## src/rtl/core/pcm_pkg.sv

```systemverilog
`timescale 1ns / 1ps

package pcm_pkg;

  localparam int IN_CHANNELS  = 16;
  localparam int OUT_CHANNELS = 16;
  localparam int SAMPLE_WIDTH = 16;

  localparam int ACC_W   = 40;
  localparam int VAL_W   = 16;
  localparam int CH_W    = 4;
  localparam int FRAC_W  = 4;
  localparam int SAT_W   = (SAMPLE_WIDTH < 16) ? SAMPLE_WIDTH : 16;
  localparam int N_RES   = (OUT_CHANNELS < 16) ? OUT_CHANNELS : 16;
  localparam int IC_AW   = (IN_CHANNELS > 1) ? $clog2(IN_CHANNELS) : 1;
  localparam int CI_W    = (OUT_CHANNELS > 1) ? $clog2(OUT_CHANNELS) : 1;
  localparam int CNT_W   = (N_RES > 1) ? $clog2(N_RES) : 1;

  localparam logic [FRAC_W-1:0] FRAC_RESET = 4'd8;

  localparam logic signed [ACC_W-1:0] SAT_MAX = ACC_W'((64'sd1 <<< (SAT_W - 1)) - 64'sd1);
  localparam logic signed [ACC_W-1:0] SAT_MIN = -SAT_MAX - ACC_W'(1);

  // transaction traveling down the cell chain
  typedef struct packed {
    logic              valid;
    logic              is_wt;
    logic              clear;
    logic              emit;
    logic [CH_W-1:0]   oc;
    logic [IC_AW-1:0]  ic;
    logic [VAL_W-1:0]  value;
  } token_t;

  typedef struct packed {
    logic              load;
    logic              shift;
    logic [FRAC_W-1:0] frac;
  } ctrl_t;

  function automatic logic [VAL_W-1:0] sat_scale(logic signed [ACC_W-1:0] acc,
                                                 logic [FRAC_W-1:0] sh);
    logic signed [ACC_W-1:0] r;
    r = acc >>> sh;
    if (r > SAT_MAX) begin
      return VAL_W'(SAT_MAX);
    end else if (r < SAT_MIN) begin
      return VAL_W'(SAT_MIN);
    end
    return VAL_W'(r);
  endfunction

endpackage

```

## src/rtl/core/pcm_cell.sv

```systemverilog
`timescale 1ns / 1ps

module pcm_cell (
  input  logic                       clk_i,
  input  logic                       rst_ni,
  input  logic [pcm_pkg::CI_W-1:0]   cell_idx_i,
  input  pcm_pkg::token_t            tok_i,
  output pcm_pkg::token_t            tok_o,
  input  pcm_pkg::ctrl_t             ctrl_i,
  input  logic [pcm_pkg::VAL_W-1:0]  slot_i,
  output logic [pcm_pkg::VAL_W-1:0]  slot_o,
  output logic                       emit_o
);
  import pcm_pkg::*;

  logic [VAL_W-1:0]        wmem [IN_CHANNELS];
  logic [VAL_W-1:0]        w_q;
  token_t                  tok_q;
  logic signed [2*VAL_W-1:0] prod_q;
  logic                    vb_q, clr_q, emit_q;
  logic signed [ACC_W-1:0] acc_q;
  logic [VAL_W-1:0]        slot_q;
  logic                    wr_en;

  assign wr_en = tok_i.valid && tok_i.is_wt && (32'(tok_i.oc) == 32'(cell_idx_i));

  always_ff @(posedge clk_i) begin
    if (wr_en) begin
      wmem[tok_i.ic] <= tok_i.value;
    end
    w_q <= wmem[tok_i.ic];
  end

  always_ff @(posedge clk_i) begin
    prod_q <= $signed(tok_q.value) * $signed(w_q);
  end

  always_ff @(posedge clk_i or negedge rst_ni) begin
    if (!rst_ni) begin
      tok_q  <= '0;
      vb_q   <= 1'b0;
      clr_q  <= 1'b0;
      emit_q <= 1'b0;
      acc_q  <= '0;
    end else begin
      tok_q  <= tok_i;
      vb_q   <= tok_q.valid && !tok_q.is_wt;
      clr_q  <= tok_q.clear;
      emit_q <= tok_q.emit;
      if (vb_q) begin
        acc_q <= clr_q ? ACC_W'(prod_q) : acc_q + ACC_W'(prod_q);
      end
    end
  end

  always_ff @(posedge clk_i) begin
    if (ctrl_i.load) begin
      slot_q <= sat_scale(acc_q, ctrl_i.frac);
    end else if (ctrl_i.shift) begin
      slot_q <= slot_i;
    end
  end

  assign tok_o  = tok_q;
  assign slot_o = slot_q;
  assign emit_o = vb_q && emit_q;

endmodule

```

## config.mk

```make
export PLATFORM = sky130hd
export DESIGN_NAME = pcm_cell
export DESIGN_NICKNAME = d
export VERILOG_FILES = /design/src/rtl/core/pcm_pkg.sv /design/src/rtl/core/pcm_cell.sv
export SDC_FILE = /design/constraint.sdc
export NUM_CORES = 1
export LEC_CHECK = 0
export ABC_AREA = 1
export BUFFER_PORTS_ARGS = -buffer_cell sky130_fd_sc_hd__buf_2
export CAP_MARGIN = 20
export CORE_UTILIZATION = 38
export DETAILED_ROUTE_END_ITERATION = 12
export PLACE_DENSITY = 0.49
export SKIP_CTS_REPAIR_TIMING = 1
export SYNTH_ARGS = -nofsm -noshare
export SYNTH_HDL_FRONTEND = slang
export SYNTH_SLANG_ARGS = --single-unit
export TNS_END_PERCENT = 10
```

## constraint.sdc

```tcl
create_clock -name clk_i -period 16.9 [get_ports clk_i]
set_clock_uncertainty 0.15 [all_clocks]
set_input_delay 2.535 -clock clk_i [delete_from_list [all_inputs] [get_ports clk_i]]
set_output_delay 2.535 -clock clk_i [all_outputs]
set_load 0.005 [all_outputs]
```

==> results of run 1 <==
[path summary, 6_finish.rpt]
| kind | from | end | slack (ns) | depth (start not counted) |
|---|---|---|---|---|
| max in group asynchronous | rst_ni | acc_q[6]$_DFFE_PN0P_ | 13.87 | 2 |
| hold / removal | tok_o[24]$_DFF_PN0_ | emit_q$_DFF_PN0_ | 0.22 | 0 |
| setup / recovery | tok_o[7]$_DFF_PN0_ | prod_q[25]$_DFF_P_ | 9.48 | 21 |
| min in group asynchronous | rst_ni | tok_o[7]$_DFF_PN0_ | 1.75 | 1 |
| hold reg to reg | tok_o[24]$_DFF_PN0_ | emit_q$_DFF_PN0_ | 0.22 | 0 |
| setup reg to reg | tok_o[7]$_DFF_PN0_ | prod_q[25]$_DFF_P_ | 9.48 | 21 |
[worst register-to-register path, delay by kind of cell (launching register included)]
family	cells	cell delay (ns)
fa+ha+maj	7	3.37
flops	1	0.97
buf+inv	5	0.25
simple gates	7	2.12
xor+xnor	1	0.31
compound gates	1	0.12
[state kept, by name, indices dropped and copies added, names as in the netlist]
| signal | flops |
|---|---|
| tok_o | 28 |
| slot_o | 16 |
| acc_q | 40 |
| w_q | 16 |
| emit_q | 1 |
| prod_q | 32 |
| clr_q | 1 |
| vb_q | 1 |
| wmem | 256 |
[Yosys cell counts, types with 4 or more instances]
master,n,share of area
buf_2,14,0.0025
nand3_2,6,0.0021
nand3_1,185,0.033
fa_1,263,0.18
dfxtp_1,48,0.034
buf_6,5,0.0020
a21oi_1,169,0.030
nor2_1,157,0.021
nor3_1,8,0.0014
clkbuf_1,113,0.015
edfxtp_1,272,0.29
xnor2_1,25,0.0077
buf_4,4,0.0011
a21o_1,7,0.0018
or2_2,27,0.0059
inv_1,550,0.072
nand2_1,647,0.085
dfrtp_1,71,0.062
o21ai_1,6,0.0011
ha_1,121,0.053
a22oi_1,129,0.034
nand4_1,7,0.0015
xor2_1,35,0.011
mux2i_1,7,0.0025
nand2_2,12,0.0026
o211ai_1,18,0.0047
a211oi_1,5,0.0013
o21ai_0,111,0.020
buf_1,8,0.0011
nor4_1,8,0.0018
a31oi_1,24,0.0053
o21bai_1,10,0.0026
or4_1,16,0.0042
[stage by stage]
step / util / setup WS (ns) / instances / area [µm²]
2_1_floorplan: - / 11.14 / 3111 / 28480
3_3_place_gp: 0.4016 / 9.321 / 4065 / 29850
3_5_place_dp: 0.4017 / 9.566 / 4065 / 29850
4_1_cts: 0.4222 / 9.527 / 4153 / 31380
5_1_grt: 0.4225 / 9.272 / 4154 / 31400
6_report: 0.4225 / 9.481 / 4154 / 31400
[final cells by class]
type,count,area [µm²],area share
clock buffer,63,1257,0.04004
clock inverter,25,264.0,0.008407
inverter,555,2088,0.06650
multi-input combinational,2020,14920,0.4751
sequential,391,10910,0.3473
tap,969,1212,0.03861
timing repair buffer,131,755.7,0.02407
[kinds of logic (layout without fill, tap and decap cells)]
family,Yosys count,in the layout,synth area share
and+or+nand+nor,1078,1078,0.1593
DFF,391,391,0.3830
AOI/OAI and AO/OA,490,490,0.1031
xor gates and xnor gates,60,60,0.01845
adders and majority gates,384,384,0.2380
muxes,8,8,0.002856
buffers and inverters,700,774,0.09530
[metal layers]
| layer | part of all wire | global-route usage | up-vias |
|---|---|---|---|
| met5 | 0 | 0 | - |
| met4 | 0.028 | 0.06680 | 0 |
| met3 | 0.047 | 0.02906 | 110 |
| met2 | 0.48 | 0.3755 | 463 |
| met1 | 0.44 | 0.2969 | 10510 |
| li1 | - | - | 10150 |
==> report_table.html, run 1 <==
<table>
<tr><th>Metric</th><th>Value</th></tr>
<tr><th colspan="2">STA</th></tr>
<tr><td>Measured slew at the worst slew-check pin</td><td>1.142 ns</td></tr>
<tr><td>Achievable Freq</td><td>134.8 MHz</td></tr>
<tr><td>Number of endpoints with negative hold slack in the final report</td><td>0</td></tr>
<tr><td>Fin Hold WS</td><td>0.2189 ns</td></tr>
<tr><td>Final-layout setup total negative slack</td><td>0 ns</td></tr>
<tr><td>Share of the clock period used by the worst path</td><td>0.4390</td></tr>
<tr><td>Headroom to the max-slew limit</td><td>0.2375</td></tr>
<tr><td>RSZ-0062 raised after global routing</td><td>false</td></tr>
<tr><td>Post-layout minimum cycle time</td><td>7.419 ns</td></tr>
<tr><td>Total of endpoints with negative setup slack in the final report</td><td>0</td></tr>
<tr><td>Pins Over Slew Limit</td><td>0</td></tr>
<tr><th colspan="2">Clocking</th></tr>
<tr><td>Clock Tree Root</td><td>clkbuf_16</td></tr>
<tr><td>CTS H-tree depth</td><td>2</td></tr>
<tr><td>Total CTS buffers</td><td>47</td></tr>
<tr><td>Clock sinks</td><td>391</td></tr>
<tr><td>TritonCTS clock tree</td><td>done</td></tr>
<tr><td>Latest clock arrival within the worst-skew pair</td><td>0.62 ns</td></tr>
<tr><td>Maximum clock path buffer count</td><td>3</td></tr>
<tr><td>CTS clk-pin slew, worst paths</td><td>0.06 ns</td></tr>
<tr><th colspan="2">Worst setup path</th></tr>
<tr><td>Critical Path Max Stage Delay</td><td>0.97 ns</td></tr>
<tr><td>Worst Setup Path Type</td><td>reg -&gt; reg</td></tr>
<tr><td>Crit. End Element</td><td>flip-flop</td></tr>
<tr><td>Family with the most delay on the worst path</td><td>adder cells</td></tr>
<tr><td>Worst-path maximum fanout</td><td>17</td></tr>
<tr><td>Data arrival time of the critical path</td><td>7.75 ns</td></tr>
<tr><td>Cells along the critical path</td><td>nand2_1 -&gt; fa_1 -&gt; inv_1 -&gt; fa_1 -&gt; inv_1 -&gt; fa_1 -&gt; inv_1 -&gt; fa_1 -&gt; fa_1 -&gt; inv_1 -&gt; fa_1 -&gt; inv_1 -&gt; ha_1 -&gt; nand2_1 -&gt; nor3_1 -&gt; nand4_1 -&gt; nand3_1 -&gt; nand2_1 -&gt; nand2_1 -&gt; a31oi_1 -&gt; xnor2_1</td></tr>
<tr><td>Required time worst endpoint</td><td>17.23 ns</td></tr>
<tr><td>Category of the worst setup path launch point</td><td>flip-flop</td></tr>
<tr><td>Critical-path top delay cell</td><td>dfrtp_1</td></tr>
<tr><td>Most frequent cell on the critical path</td><td>fa_1</td></tr>
<tr><td>Buf/Inv on CP</td><td>5</td></tr>
<tr><th colspan="2">Floorplan</th></tr>
<tr><td>Vert. Die Dim</td><td>275.8 µm</td></tr>
<tr><td>Core region area</td><td>0.07432 mm²</td></tr>
<tr><td>Overall die width</td><td>275.8 µm</td></tr>
<tr><td>FP Rows</td><td>100</td></tr>
<tr><td>Total Die Area</td><td>0.07604 mm²</td></tr>
<tr><td>Number of top-level pins</td><td>101</td></tr>
<tr><td>Initial cell density of the core</td><td>0.3832</td></tr>
<tr><th colspan="2">Synth</th></tr>
<tr><td>Cell area after synthesis</td><td>0.02848 mm²</td></tr>
<tr><td>Share of the yosys chip area belonging to registers</td><td>0.3830</td></tr>
<tr><td>Synthesis warning total</td><td>0</td></tr>
<tr><td>Count of state elements after synthesis</td><td>391</td></tr>
<tr><td>Async set-or-reset flop fraction in the synthesized netlist</td><td>0.1816</td></tr>
<tr><td>Count of unique library cells instantiated by Yosys</td><td>48</td></tr>
<tr><td>Post-synthesis area per instance</td><td>9.154 µm²</td></tr>
<tr><td>Count of mapped cells out of synthesis</td><td>3111</td></tr>
<tr><td>Number of enable flip-flop cells after synthesis</td><td>272</td></tr>
<tr><td>Syn Nets</td><td>3551</td></tr>
<tr><td>Most used flip-flop cell after synthesis</td><td>edfxtp_1</td></tr>
<tr><th colspan="2">Global route</th></tr>
<tr><td>Largest net degree at the start of global routing</td><td>66</td></tr>
<tr><td>First-pass GRT wire length</td><td>128100 µm</td></tr>
<tr><td>Antenna violations before repair</td><td>2</td></tr>
<tr><td>GRT overflow</td><td>0</td></tr>
<tr><td>Total global-route track usage</td><td>0.2223</td></tr>
<tr><td>Vias in the first global route</td><td>22020</td></tr>
<tr><th colspan="2">Place</th></tr>
<tr><td>Detailed Place HPWL</td><td>60840 µm</td></tr>
<tr><td>Final Wtd Congestion</td><td>0.9107</td></tr>
<tr><td>Number of input and output port buffers inserted</td><td>100</td></tr>
<tr><th colspan="2">Route</th></tr>
<tr><td>Total DRC errors in the routed layout</td><td>0</td></tr>
<tr><td>Drt total wl</td><td>82410 µm</td></tr>
<tr><td>Drt wl/cell</td><td>19.84 µm</td></tr>
<tr><td>Via density</td><td>5.111</td></tr>
<tr><td>Number of iterations in the first detailed-routing pass</td><td>5</td></tr>
<tr><td>Remaining number of nets flagged by the antenna check after routing</td><td>0</td></tr>
<tr><td>Total via count in the routed design</td><td>21230</td></tr>
<tr><td>Number of DRC violations after detailed-routing iteration 0</td><td>1513</td></tr>
<tr><th colspan="2">Worst hold path</th></tr>
<tr><td>HP Class</td><td>reg -&gt; reg</td></tr>
<tr><th colspan="2">Layout</th></tr>
<tr><td>Most common library cell in the layout ignoring fill and taps</td><td>nand2_1</td></tr>
<tr><td>Count of nets after finishing</td><td>3586</td></tr>
<tr><td>Commonest cells after routing, fill and taps aside</td><td>nand2_1, inv_1, edfxtp_1</td></tr>
<tr><td>Fraction of layout instances using a drive strength above 1</td><td>0.08383</td></tr>
<tr><td>Area Overhead vs Synth</td><td>10.27%</td></tr>
<tr><td>Count of fill cells added during filler insertion</td><td>7400</td></tr>
<tr><td>Diodes inserted</td><td>0</td></tr>
<tr><th colspan="2">Outcome</th></tr>
<tr><td>Run status</td><td>completed</td></tr>
<tr><th colspan="2">Flow run</th></tr>
<tr><td>Count of maximum capacitance violations</td><td>0</td></tr>
</table>
Power of run 1 is left out: the tool's default activity adds up to more than one toggle a clock period on the data nets, which glitch-free logic cannot reach.
==> inputs of run 2 (changes only) <==
--- a/config.mk
+++ b/config.mk
@@ -10,7 +10,7 @@
 export CAP_MARGIN = 20
 export CORE_UTILIZATION = 38
 export DETAILED_ROUTE_END_ITERATION = 12
-export PLACE_DENSITY = 0.49
+export PLACE_DENSITY = 0.51
 export SKIP_CTS_REPAIR_TIMING = 1
 export SYNTH_ARGS = -nofsm -noshare
 export SYNTH_HDL_FRONTEND = slang
==> constraint.sdc (replaced) <==
create_clock -name clk_i -period 6.6 [get_ports clk_i]
set_clock_uncertainty 0.15 [all_clocks]
set_input_delay 0.99 -clock clk_i [delete_from_list [all_inputs] [get_ports clk_i]]
set_output_delay 0.99 -clock clk_i [all_outputs]
set_load 0.005 [all_outputs]
==> run 2 against run 1 <==
Non-clock buffer count is 19 higher. Sequential cell count stayed put. Maximum frequency is 17% higher. Cell area grew 0.57%. Critical path depth fell by 3. Final cell count is 0.48% higher. Routed wire length fell by 2.1%. Global-route usage decreased by 0.46 points. Critical path type unchanged.
==> report_table.html, run 2 (synthesized netlist as in run 1, its figures left out) <==
<table>
<tr><th>Metric</th><th>Value</th></tr>
<tr><th colspan="2">Route</th></tr>
<tr><td>Total DRC errors in the routed layout</td><td>0 (unchanged)</td></tr>
<tr><td>Remaining number of nets flagged by the antenna check after routing</td><td>0 (unchanged)</td></tr>
<tr><td>Number of iterations in the first detailed-routing pass</td><td>5 (unchanged)</td></tr>
<tr><td>Via density</td><td>5.130 (+0.37%)</td></tr>
<tr><td>Total via count in the routed design</td><td>21410 (+0.85%)</td></tr>
<tr><td>Drt total wl</td><td>80650 µm (-2.1%)</td></tr>
<tr><td>Drt wl/cell</td><td>19.32 µm (-2.6%)</td></tr>
<tr><td>Number of DRC violations after detailed-routing iteration 0</td><td>1493 (-1.3%)</td></tr>
<tr><th colspan="2">STA</th></tr>
<tr><td>Pins Over Slew Limit</td><td>0 (unchanged)</td></tr>
<tr><td>Achievable Freq</td><td>157.4 MHz (+17%)</td></tr>
<tr><td>Final-layout setup total negative slack</td><td>0 ns (unchanged)</td></tr>
<tr><td>Minimum setup slack in the final design</td><td>0.2460 ns (-9.235 ns)</td></tr>
<tr><td>RSZ-0062 raised after global routing</td><td>false</td></tr>
<tr><td>Share of the clock period used by the worst path</td><td>0.9627 (+0.5237)</td></tr>
<tr><td>Measured slew at the worst slew-check pin</td><td>1.117 ns (-0.02532 ns)</td></tr>
<tr><td>Fin Hold WS</td><td>0.1986 ns (-0.02031 ns)</td></tr>
<tr><td>Post-layout minimum cycle time</td><td>6.354 ns (-1.065 ns)</td></tr>
<tr><td>Headroom to the max-slew limit</td><td>0.2544 (+0.01690)</td></tr>
<tr><td>Total of endpoints with negative setup slack in the final report</td><td>0 (unchanged)</td></tr>
<tr><td>Number of endpoints with negative hold slack in the final report</td><td>0 (unchanged)</td></tr>
<tr><th colspan="2">Floorplan</th></tr>
<tr><td>Overall die width</td><td>275.8 µm (unchanged)</td></tr>
<tr><td>FP Rows</td><td>100 (unchanged)</td></tr>
<tr><td>Initial cell density of the core</td><td>0.3832 (unchanged)</td></tr>
<tr><td>Core region area</td><td>0.07432 mm² (unchanged)</td></tr>
<tr><td>Vert. Die Dim</td><td>275.8 µm (unchanged)</td></tr>
<tr><td>Number of top-level pins</td><td>101 (unchanged)</td></tr>
<tr><td>Total Die Area</td><td>0.07604 mm² (unchanged)</td></tr>
<tr><th colspan="2">Clocking</th></tr>
<tr><td>Clock Tree Root</td><td>clkbuf_16</td></tr>
<tr><td>Maximum clock path buffer count</td><td>3 (unchanged)</td></tr>
<tr><td>TritonCTS clock tree</td><td>done</td></tr>
<tr><td>CTS clk-pin slew, worst paths</td><td>0.06 ns (about the same)</td></tr>
<tr><td>Total CTS buffers</td><td>48 (+2.1%)</td></tr>
<tr><td>CTS H-tree depth</td><td>2 (unchanged)</td></tr>
<tr><td>Latest clock arrival within the worst-skew pair</td><td>0.62 ns (about the same)</td></tr>
<tr><td>Clock sinks</td><td>391 (unchanged)</td></tr>
<tr><th colspan="2">Worst setup path</th></tr>
<tr><td>Critical-path top delay cell</td><td>dfrtp_1</td></tr>
<tr><td>Required time worst endpoint</td><td>6.98 ns (-10.25 ns)</td></tr>
<tr><td>Crit. End Element</td><td>flip-flop</td></tr>
<tr><td>Worst Setup Path Type</td><td>reg -&gt; reg</td></tr>
<tr><td>Most frequent cell on the critical path</td><td>fa_1</td></tr>
<tr><td>Data arrival time of the critical path</td><td>6.74 ns (-1.01 ns)</td></tr>
<tr><td>Category of the worst setup path launch point</td><td>flip-flop</td></tr>
<tr><td>Cells along the critical path</td><td>nand2_1 -&gt; fa_1 -&gt; fa_1 -&gt; fa_1 -&gt; fa_1 -&gt; inv_1 -&gt; fa_1 -&gt; inv_1 -&gt; fa_1 -&gt; inv_1 -&gt; ha_1 -&gt; a21oi_1 -&gt; nand2_1 -&gt; a21oi_1 -&gt; nand3_1 -&gt; a21o_1 -&gt; a21oi_1 -&gt; xnor2_1</td></tr>
<tr><td>Critical Path Max Stage Delay</td><td>0.71 ns (-0.26 ns)</td></tr>
<tr><td>Worst-path maximum fanout</td><td>11 (-6)</td></tr>
<tr><th colspan="2">Layout</th></tr>
<tr><td>Fraction of layout instances using a drive strength above 1</td><td>0.09485 (+0.01102)</td></tr>
<tr><td>Commonest cells after routing, fill and taps aside</td><td>nand2_1, inv_1, edfxtp_1</td></tr>
<tr><td>Final design area excluding fillers</td><td>0.03158 mm² (+0.57%)</td></tr>
<tr><td>Area Overhead vs Synth</td><td>10.91%</td></tr>
<tr><td>Multi-input logic area</td><td>0.01493 mm² (about the same)</td></tr>
<tr><td>Registers with the most flip-flops</td><td>wmem x256, acc_q x40, prod_q x32</td></tr>
<tr><td>Count of fill cells added during filler insertion</td><td>7371 (-0.39%)</td></tr>
<tr><td>Area taken by flip-flops and latches</td><td>0.01093 mm² (+0.18%)</td></tr>
<tr><td>Diodes inserted</td><td>0 (unchanged)</td></tr>
<tr><td>Count of nets after finishing</td><td>3606 (+0.56%)</td></tr>
<tr><td>Register with the most flip-flops</td><td>wmem</td></tr>
<tr><td>Flip-flop count of the largest register, all copies and words added</td><td>256 (unchanged)</td></tr>
<tr><td>Most common library cell in the layout ignoring fill and taps</td><td>nand2_1</td></tr>
<tr><th colspan="2">Place</th></tr>
<tr><td>Detailed Place HPWL</td><td>59920 µm (-1.5%)</td></tr>
<tr><td>Pre-CTS setup slack</td><td>-0.3264 ns (-9.893 ns)</td></tr>
<tr><td>Final Wtd Congestion</td><td>0.8943 (-1.8%)</td></tr>
<tr><td>Number of input and output port buffers inserted</td><td>100 (unchanged)</td></tr>
<tr><td>Cell Area, Placed</td><td>0.03000 mm² (+0.48%)</td></tr>
<tr><th colspan="2">Global route</th></tr>
<tr><td>Most utilized layer in the global route result</td><td>met2</td></tr>
<tr><td>First-pass GRT wire length</td><td>127500 µm (-0.45%)</td></tr>
<tr><td>GRT overflow</td><td>0 (unchanged)</td></tr>
<tr><td>Largest net degree at the start of global routing</td><td>66 (unchanged)</td></tr>
<tr><td>Vias in the first global route</td><td>22420 (+1.8%)</td></tr>
<tr><td>GRT met3 Usage</td><td>0.02662 (-0.002436)</td></tr>
<tr><td>Antenna violations before repair</td><td>1 (-1)</td></tr>
<tr><td>Total global-route track usage</td><td>0.2177 (-0.004610)</td></tr>
<tr><td>Global Route met2 Usage</td><td>0.3579 (-0.01761)</td></tr>
<tr><td>Met1 usage in global routing</td><td>0.3038 (+0.006851)</td></tr>
<tr><th colspan="2">Flow run</th></tr>
<tr><td>Count of maximum capacitance violations</td><td>0 (unchanged)</td></tr>
<tr><th colspan="2">Worst hold path</th></tr>
<tr><td>HP Class</td><td>in -&gt; async</td></tr>
<tr><th colspan="2">Outcome</th></tr>
<tr><td>Run status</td><td>completed</td></tr>
</table>
run 2: changes by cell type in the layout (fill, tap and decap cells not counted), sizes merged:
cell | before | now
clkbuf | 63 | 61
clkinvlp | 0 | 1
bufinv | 3 | 2
clkinv | 19 | 21
inv | 558 | 559
buf | 131 | 150
run 2: final timing paths:
path | start | endpoint | slack [ns] | cells past startpoint
min in group clk_i | tok_o[25]$_DFF_PN0_ | clr_q$_DFF_PN0_ | 0.22 | 0
max reg2reg | tok_o[13]$_DFF_PN0_ | prod_q[26]$_DFF_P_ | 0.25 | 18
max in group asynchronous | rst_ni | acc_q[18]$_DFFE_PN0P_ | 5.03 | 2
min | rst_ni | tok_o[9]$_DFF_PN0_ | 0.20 | 1
min reg2reg | tok_o[25]$_DFF_PN0_ | clr_q$_DFF_PN0_ | 0.22 | 0
max | tok_o[13]$_DFF_PN0_ | prod_q[26]$_DFF_P_ | 0.25 | 18
run 2: layout make-up:
class	instances	area share
tap	969	0.03839
inverter	555	0.06612
clock inverter	28	0.008874
timing repair buffer	150	0.02781
clock buffer	61	0.04021
sequential	391	0.3459
multi-input combinational	2020	0.4727
run 2: layer usage:
| layer | share of wire | vias up |
|---|---|---|
| met5 | 0 | - |
| met4 | 0.022 | 0 |
| met3 | 0.049 | 104 |
| met2 | 0.46 | 542 |
| met1 | 0.46 | 10580 |
| li1 | - | 10180 |
run 2: critical path: cells and delay by family, from the launching register on:
kind / cells / cell delay, ns
adder cells (fa/ha/maj): 7 / 3.46
XOR/XNOR: 1 / 0.15
AND/OR/NAND/NOR: 3 / 0.58
flip-flops: 1 / 0.71
AO/OA/AOI/OAI: 4 / 1.04
buffers and inverters: 3 / 0.17
run 2: stage by stage:
stage	util	instances
after CTS	0.4245	4174
after global placement	0.4036	4085
final	0.4249	4174
after detailed placement	0.4036	4085
after floorplan	-	3111
after global routing	0.4249	4174
Power of run 2 is left out for the same reason.
==> inputs of run 3 (changes only) <==
--- a/config.mk
+++ b/config.mk
@@ -5,11 +5,11 @@
 export SDC_FILE = /design/constraint.sdc
 export NUM_CORES = 1
 export LEC_CHECK = 0
-export ABC_AREA = 1
 export BUFFER_PORTS_ARGS = -buffer_cell sky130_fd_sc_hd__buf_2
 export CAP_MARGIN = 20
 export CORE_UTILIZATION = 38
 export DETAILED_ROUTE_END_ITERATION = 12
+export GPL_TIMING_DRIVEN = 1
 export PLACE_DENSITY = 0.51
 export SKIP_CTS_REPAIR_TIMING = 1
 export SYNTH_ARGS = -nofsm -noshare
==> run 3 against run 2 <==
Worst hold slack worse by 0.00058 ns. Core utilization up 1.6 points. Setup slack worse by 0.038 ns. Final cell count down 17%. Die area down 2.5%. Cell area up 0.35%. Critical path depth up 4. Via count down 16%. Maximum frequency down 0.60%. Critical endpoint is now prod_q[31]$_DFF_P_.
==> report_table.html, run 3 <==
<table>
<tr><th>Metric</th><th>Value</th></tr>
<tr><th colspan="2">Synth</th></tr>
<tr><td>Area share of the largest cell type after synthesis</td><td>0.2941 (+0.007328)</td></tr>
<tr><td>Cell area after synthesis</td><td>0.02777 mm² (-2.5%)</td></tr>
<tr><td>Count of state elements after synthesis</td><td>391 (unchanged)</td></tr>
<tr><td>Syn Nets</td><td>2769 (-22%)</td></tr>
<tr><td>Synth top area cells</td><td>edfxtp_1, fa_1, mux4_2</td></tr>
<tr><td>Count of mapped cells out of synthesis</td><td>2329 (-25%)</td></tr>
<tr><td>Async set-or-reset flop fraction in the synthesized netlist</td><td>0.1816 (unchanged)</td></tr>
<tr><td>Dominant cell by count in the synthesized netlist</td><td>inv_1</td></tr>
<tr><td>Share of the yosys chip area belonging to registers</td><td>0.3927 (+0.009784)</td></tr>
<tr><td>Number of enable flip-flop cells after synthesis</td><td>272 (unchanged)</td></tr>
<tr><td>Count of unique library cells instantiated by Yosys</td><td>72 (+50%)</td></tr>
<tr><td>Post-synthesis area per instance</td><td>11.92 µm² (+30%)</td></tr>
<tr><td>Most common library cells after synthesis</td><td>inv_1, edfxtp_1, fa_1, nand2_1, and2_1</td></tr>
<tr><td>Most used flip-flop cell after synthesis</td><td>edfxtp_1</td></tr>
<tr><td>Yosys top cell by area</td><td>edfxtp_1</td></tr>
<tr><td>Synthesis warning total</td><td>0 (unchanged)</td></tr>
<tr><th colspan="2">Global route</th></tr>
<tr><td>Total global-route track usage</td><td>0.1839 (-0.03379)</td></tr>
<tr><td>GRT overflow</td><td>0 (unchanged)</td></tr>
<tr><td>Antenna violations before repair</td><td>1 (unchanged)</td></tr>
<tr><td>Largest net degree at the start of global routing</td><td>74 (+12%)</td></tr>
<tr><td>Vias in the first global route</td><td>18910 (-16%)</td></tr>
<tr><td>First-pass GRT wire length</td><td>106400 µm (-17%)</td></tr>
<tr><th colspan="2">Worst setup path</th></tr>
<tr><td>Category of the worst setup path launch point</td><td>flip-flop</td></tr>
<tr><td>Worst-path maximum fanout</td><td>7 (-4)</td></tr>
<tr><td>Worst Setup Path Type</td><td>reg -&gt; reg</td></tr>
<tr><td>Crit. End Element</td><td>flip-flop</td></tr>
<tr><td>Data arrival time of the critical path</td><td>6.67 ns (-0.07 ns)</td></tr>
<tr><td>Required time worst endpoint</td><td>6.87 ns (-0.11 ns)</td></tr>
<tr><th colspan="2">Layout</th></tr>
<tr><td>Fraction of layout instances using a drive strength above 1</td><td>0.1929 (+0.09810)</td></tr>
<tr><td>Area taken by flip-flops and latches</td><td>0.01093 mm² (about the same)</td></tr>
<tr><td>Most common library cell in the layout ignoring fill and taps</td><td>inv_1</td></tr>
<tr><td>Registers with the most flip-flops</td><td>wmem x256, acc_q x40, prod_q x32</td></tr>
<tr><td>Commonest cells after routing, fill and taps aside</td><td>inv_1, edfxtp_1, fa_1</td></tr>
<tr><td>Register with the most flip-flops</td><td>wmem</td></tr>
<tr><td>Count of fill cells added during filler insertion</td><td>6710 (-9.0%)</td></tr>
<tr><td>Area Overhead vs Synth</td><td>14.14%</td></tr>
<tr><td>Diodes inserted</td><td>0 (unchanged)</td></tr>
<tr><td>Count of nets after finishing</td><td>2929 (-19%)</td></tr>
<tr><td>Multi-input logic area</td><td>0.01545 mm² (+3.5%)</td></tr>
<tr><td>Flip-flop count of the largest register, all copies and words added</td><td>256 (unchanged)</td></tr>
<tr><th colspan="2">STA</th></tr>
<tr><td>Total of endpoints with negative setup slack in the final report</td><td>0 (unchanged)</td></tr>
<tr><td>Headroom to the max-slew limit</td><td>0.3196 (+0.06513)</td></tr>
<tr><td>Share of the clock period used by the worst path</td><td>0.9686 (+0.005827)</td></tr>
<tr><td>Number of endpoints with negative hold slack in the final report</td><td>0 (unchanged)</td></tr>
<tr><td>Achievable Freq</td><td>156.4 MHz (-0.60%)</td></tr>
<tr><td>Post-layout minimum cycle time</td><td>6.392 ns (+0.03846 ns)</td></tr>
<tr><td>Minimum setup slack in the final design</td><td>0.2075 ns (-0.03846 ns)</td></tr>
<tr><td>RSZ-0062 raised after global routing</td><td>true</td></tr>
<tr><td>Pins Over Slew Limit</td><td>0 (unchanged)</td></tr>
<tr><td>Measured slew at the worst slew-check pin</td><td>1.021 ns (-0.09646 ns)</td></tr>
<tr><th colspan="2">Route</th></tr>
<tr><td>Via density</td><td>5.153 (+0.45%)</td></tr>
<tr><td>Drt wl/cell</td><td>19.13 µm (-0.98%)</td></tr>
<tr><td>Number of DRC violations after detailed-routing iteration 0</td><td>1064 (-29%)</td></tr>
<tr><td>Remaining number of nets flagged by the antenna check after routing</td><td>0 (unchanged)</td></tr>
<tr><td>Total via count in the routed design</td><td>17900 (-16%)</td></tr>
<tr><td>Number of iterations in the first detailed-routing pass</td><td>5 (unchanged)</td></tr>
<tr><td>Total DRC errors in the routed layout</td><td>0 (unchanged)</td></tr>
<tr><td>Drt total wl</td><td>66470 µm (-18%)</td></tr>
<tr><th colspan="2">Floorplan</th></tr>
<tr><td>FP Rows</td><td>98 (-2.0%)</td></tr>
<tr><td>Number of top-level pins</td><td>101 (unchanged)</td></tr>
<tr><td>Core region area</td><td>0.07185 mm² (-3.3%)</td></tr>
<tr><td>Vert. Die Dim</td><td>272.3 µm (-1.2%)</td></tr>
<tr><td>Initial cell density of the core</td><td>0.3864 (+0.003284)</td></tr>
<tr><td>Overall die width</td><td>272.3 µm (-1.2%)</td></tr>
<tr><td>Total Die Area</td><td>0.07416 mm² (-2.5%)</td></tr>
<tr><th colspan="2">Place</th></tr>
<tr><td>Final Wtd Congestion</td><td>0.8696 (-2.8%)</td></tr>
<tr><td>Number of input and output port buffers inserted</td><td>100 (unchanged)</td></tr>
<tr><td>Detailed Place HPWL</td><td>49740 µm (-17%)</td></tr>
<tr><td>Pre-CTS setup slack</td><td>-0.2252 ns (+0.1013 ns)</td></tr>
<tr><th colspan="2">Clocking</th></tr>
<tr><td>CTS clk-pin slew, worst paths</td><td>0.07 ns (about the same)</td></tr>
<tr><td>Clock Tree Root</td><td>clkbuf_16</td></tr>
<tr><td>Maximum clock path buffer count</td><td>3 (unchanged)</td></tr>
<tr><td>TritonCTS clock tree</td><td>done</td></tr>
<tr><td>Clock sinks</td><td>391 (unchanged)</td></tr>
<tr><td>CTS H-tree depth</td><td>2 (unchanged)</td></tr>
<tr><td>Latest clock arrival within the worst-skew pair</td><td>0.60 ns (-0.02 ns)</td></tr>
<tr><td>Total CTS buffers</td><td>45 (-6.3%)</td></tr>
<tr><th colspan="2">Flow run</th></tr>
<tr><td>Count of maximum capacitance violations</td><td>0 (unchanged)</td></tr>
<tr><th colspan="2">Worst hold path</th></tr>
<tr><td>HP Class</td><td>in -&gt; async</td></tr>
<tr><th colspan="2">Outcome</th></tr>
<tr><td>Run status</td><td>completed</td></tr>
</table>
==> run 3: cell families (layout without fill, tap and decap cells) <==
logic type,after synthesis,after routing,share of synthesized area
buffers and inverters,428,623,0.05975
AND/OR/NAND/NOR,567,567,0.09823
flip-flops,391,391,0.3927
adder cells (fa/ha/maj),384,384,0.2441
AO/OA/AOI/OAI,329,329,0.07647
multiplexers,161,161,0.1069
XOR/XNOR,69,69,0.02176
==> run 3: worst paths after layout <==
kind,from,end,slack (ns),cells past startpoint
min reg2reg,tok_o[25]$_DFF_PN0_,clr_q$_DFF_PN0_,0.22,0
min,rst_ni,acc_q[34]$_DFFE_PN0P_,0.20,1
max,tok_o[6]$_DFF_PN0_,prod_q[31]$_DFF_P_,0.21,22
max reg2reg,tok_o[6]$_DFF_PN0_,prod_q[31]$_DFF_P_,0.21,22
max in group asynchronous,rst_ni,vb_q$_DFF_PN0_,4.97,2
min in group clk_i,tok_o[25]$_DFF_PN0_,clr_q$_DFF_PN0_,0.22,0
==> run 3: critical path: stages (launching register included) <==
cell and delay (ns):
dfrtp_2 0.47, and2_4 0.16, fa_1 0.52, inv_1 0.05
fa_1 0.49, fa_2 0.58, inv_2 0.04, ha_4 0.23
fa_1 0.49, inv_2 0.04, fa_1 0.51, inv_2 0.04
ha_4 0.21, a211oi_2 0.22, o211ai_1 0.21, a2111oi_4 0.40
buf_4 0.18, o21bai_4 0.07, o41a_1 0.37, o41ai_4 0.36
o2111ai_1 0.15, a21oi_1 0.17, xnor2_1 0.10
==> run 3: stage by stage <==
stage	hold WS [ns]	utilization	TNS, ns	instance area [µm²]	instances
final	0.1980	0.4411	0	31690	3474
after global routing	0.2079	0.4411	-0.08998	31690	3474
after CTS	0.1816	0.4369	-0.6957	31400	3467
after detailed placement	0.2129	0.4164	-0.3758	29920	3385
after global placement	0.2015	0.4164	-0.2753	29920	3385
after floorplan	0.2257	-	0	27770	2329
==> run 3: area by class of cell <==
type,count,area share
Clock inverter,23,0.007225
Timing Repair Buffer,218,0.04528
Multi-Input combinational cell,1510,0.4874
Clock buffer,59,0.03944
Inverter,323,0.03825
Tap cell,950,0.03750
Sequential cell,391,0.3449
==> run 3: per-layer routing <==
layer | up-vias | GRT usage | share of wire | wire length (µm)
li1 | 8318 | - | - | -
met1 | 9121 | 0.2513 | 0.46 | 30580
met5 | - | 0 | 0.00023 | 15
met2 | 383 | 0.3103 | 0.48 | 32080
met4 | 2 | 0.04140 | 0.017 | 1101
met3 | 79 | 0.02521 | 0.040 | 2686
Power of run 3 is left out for the same reason.
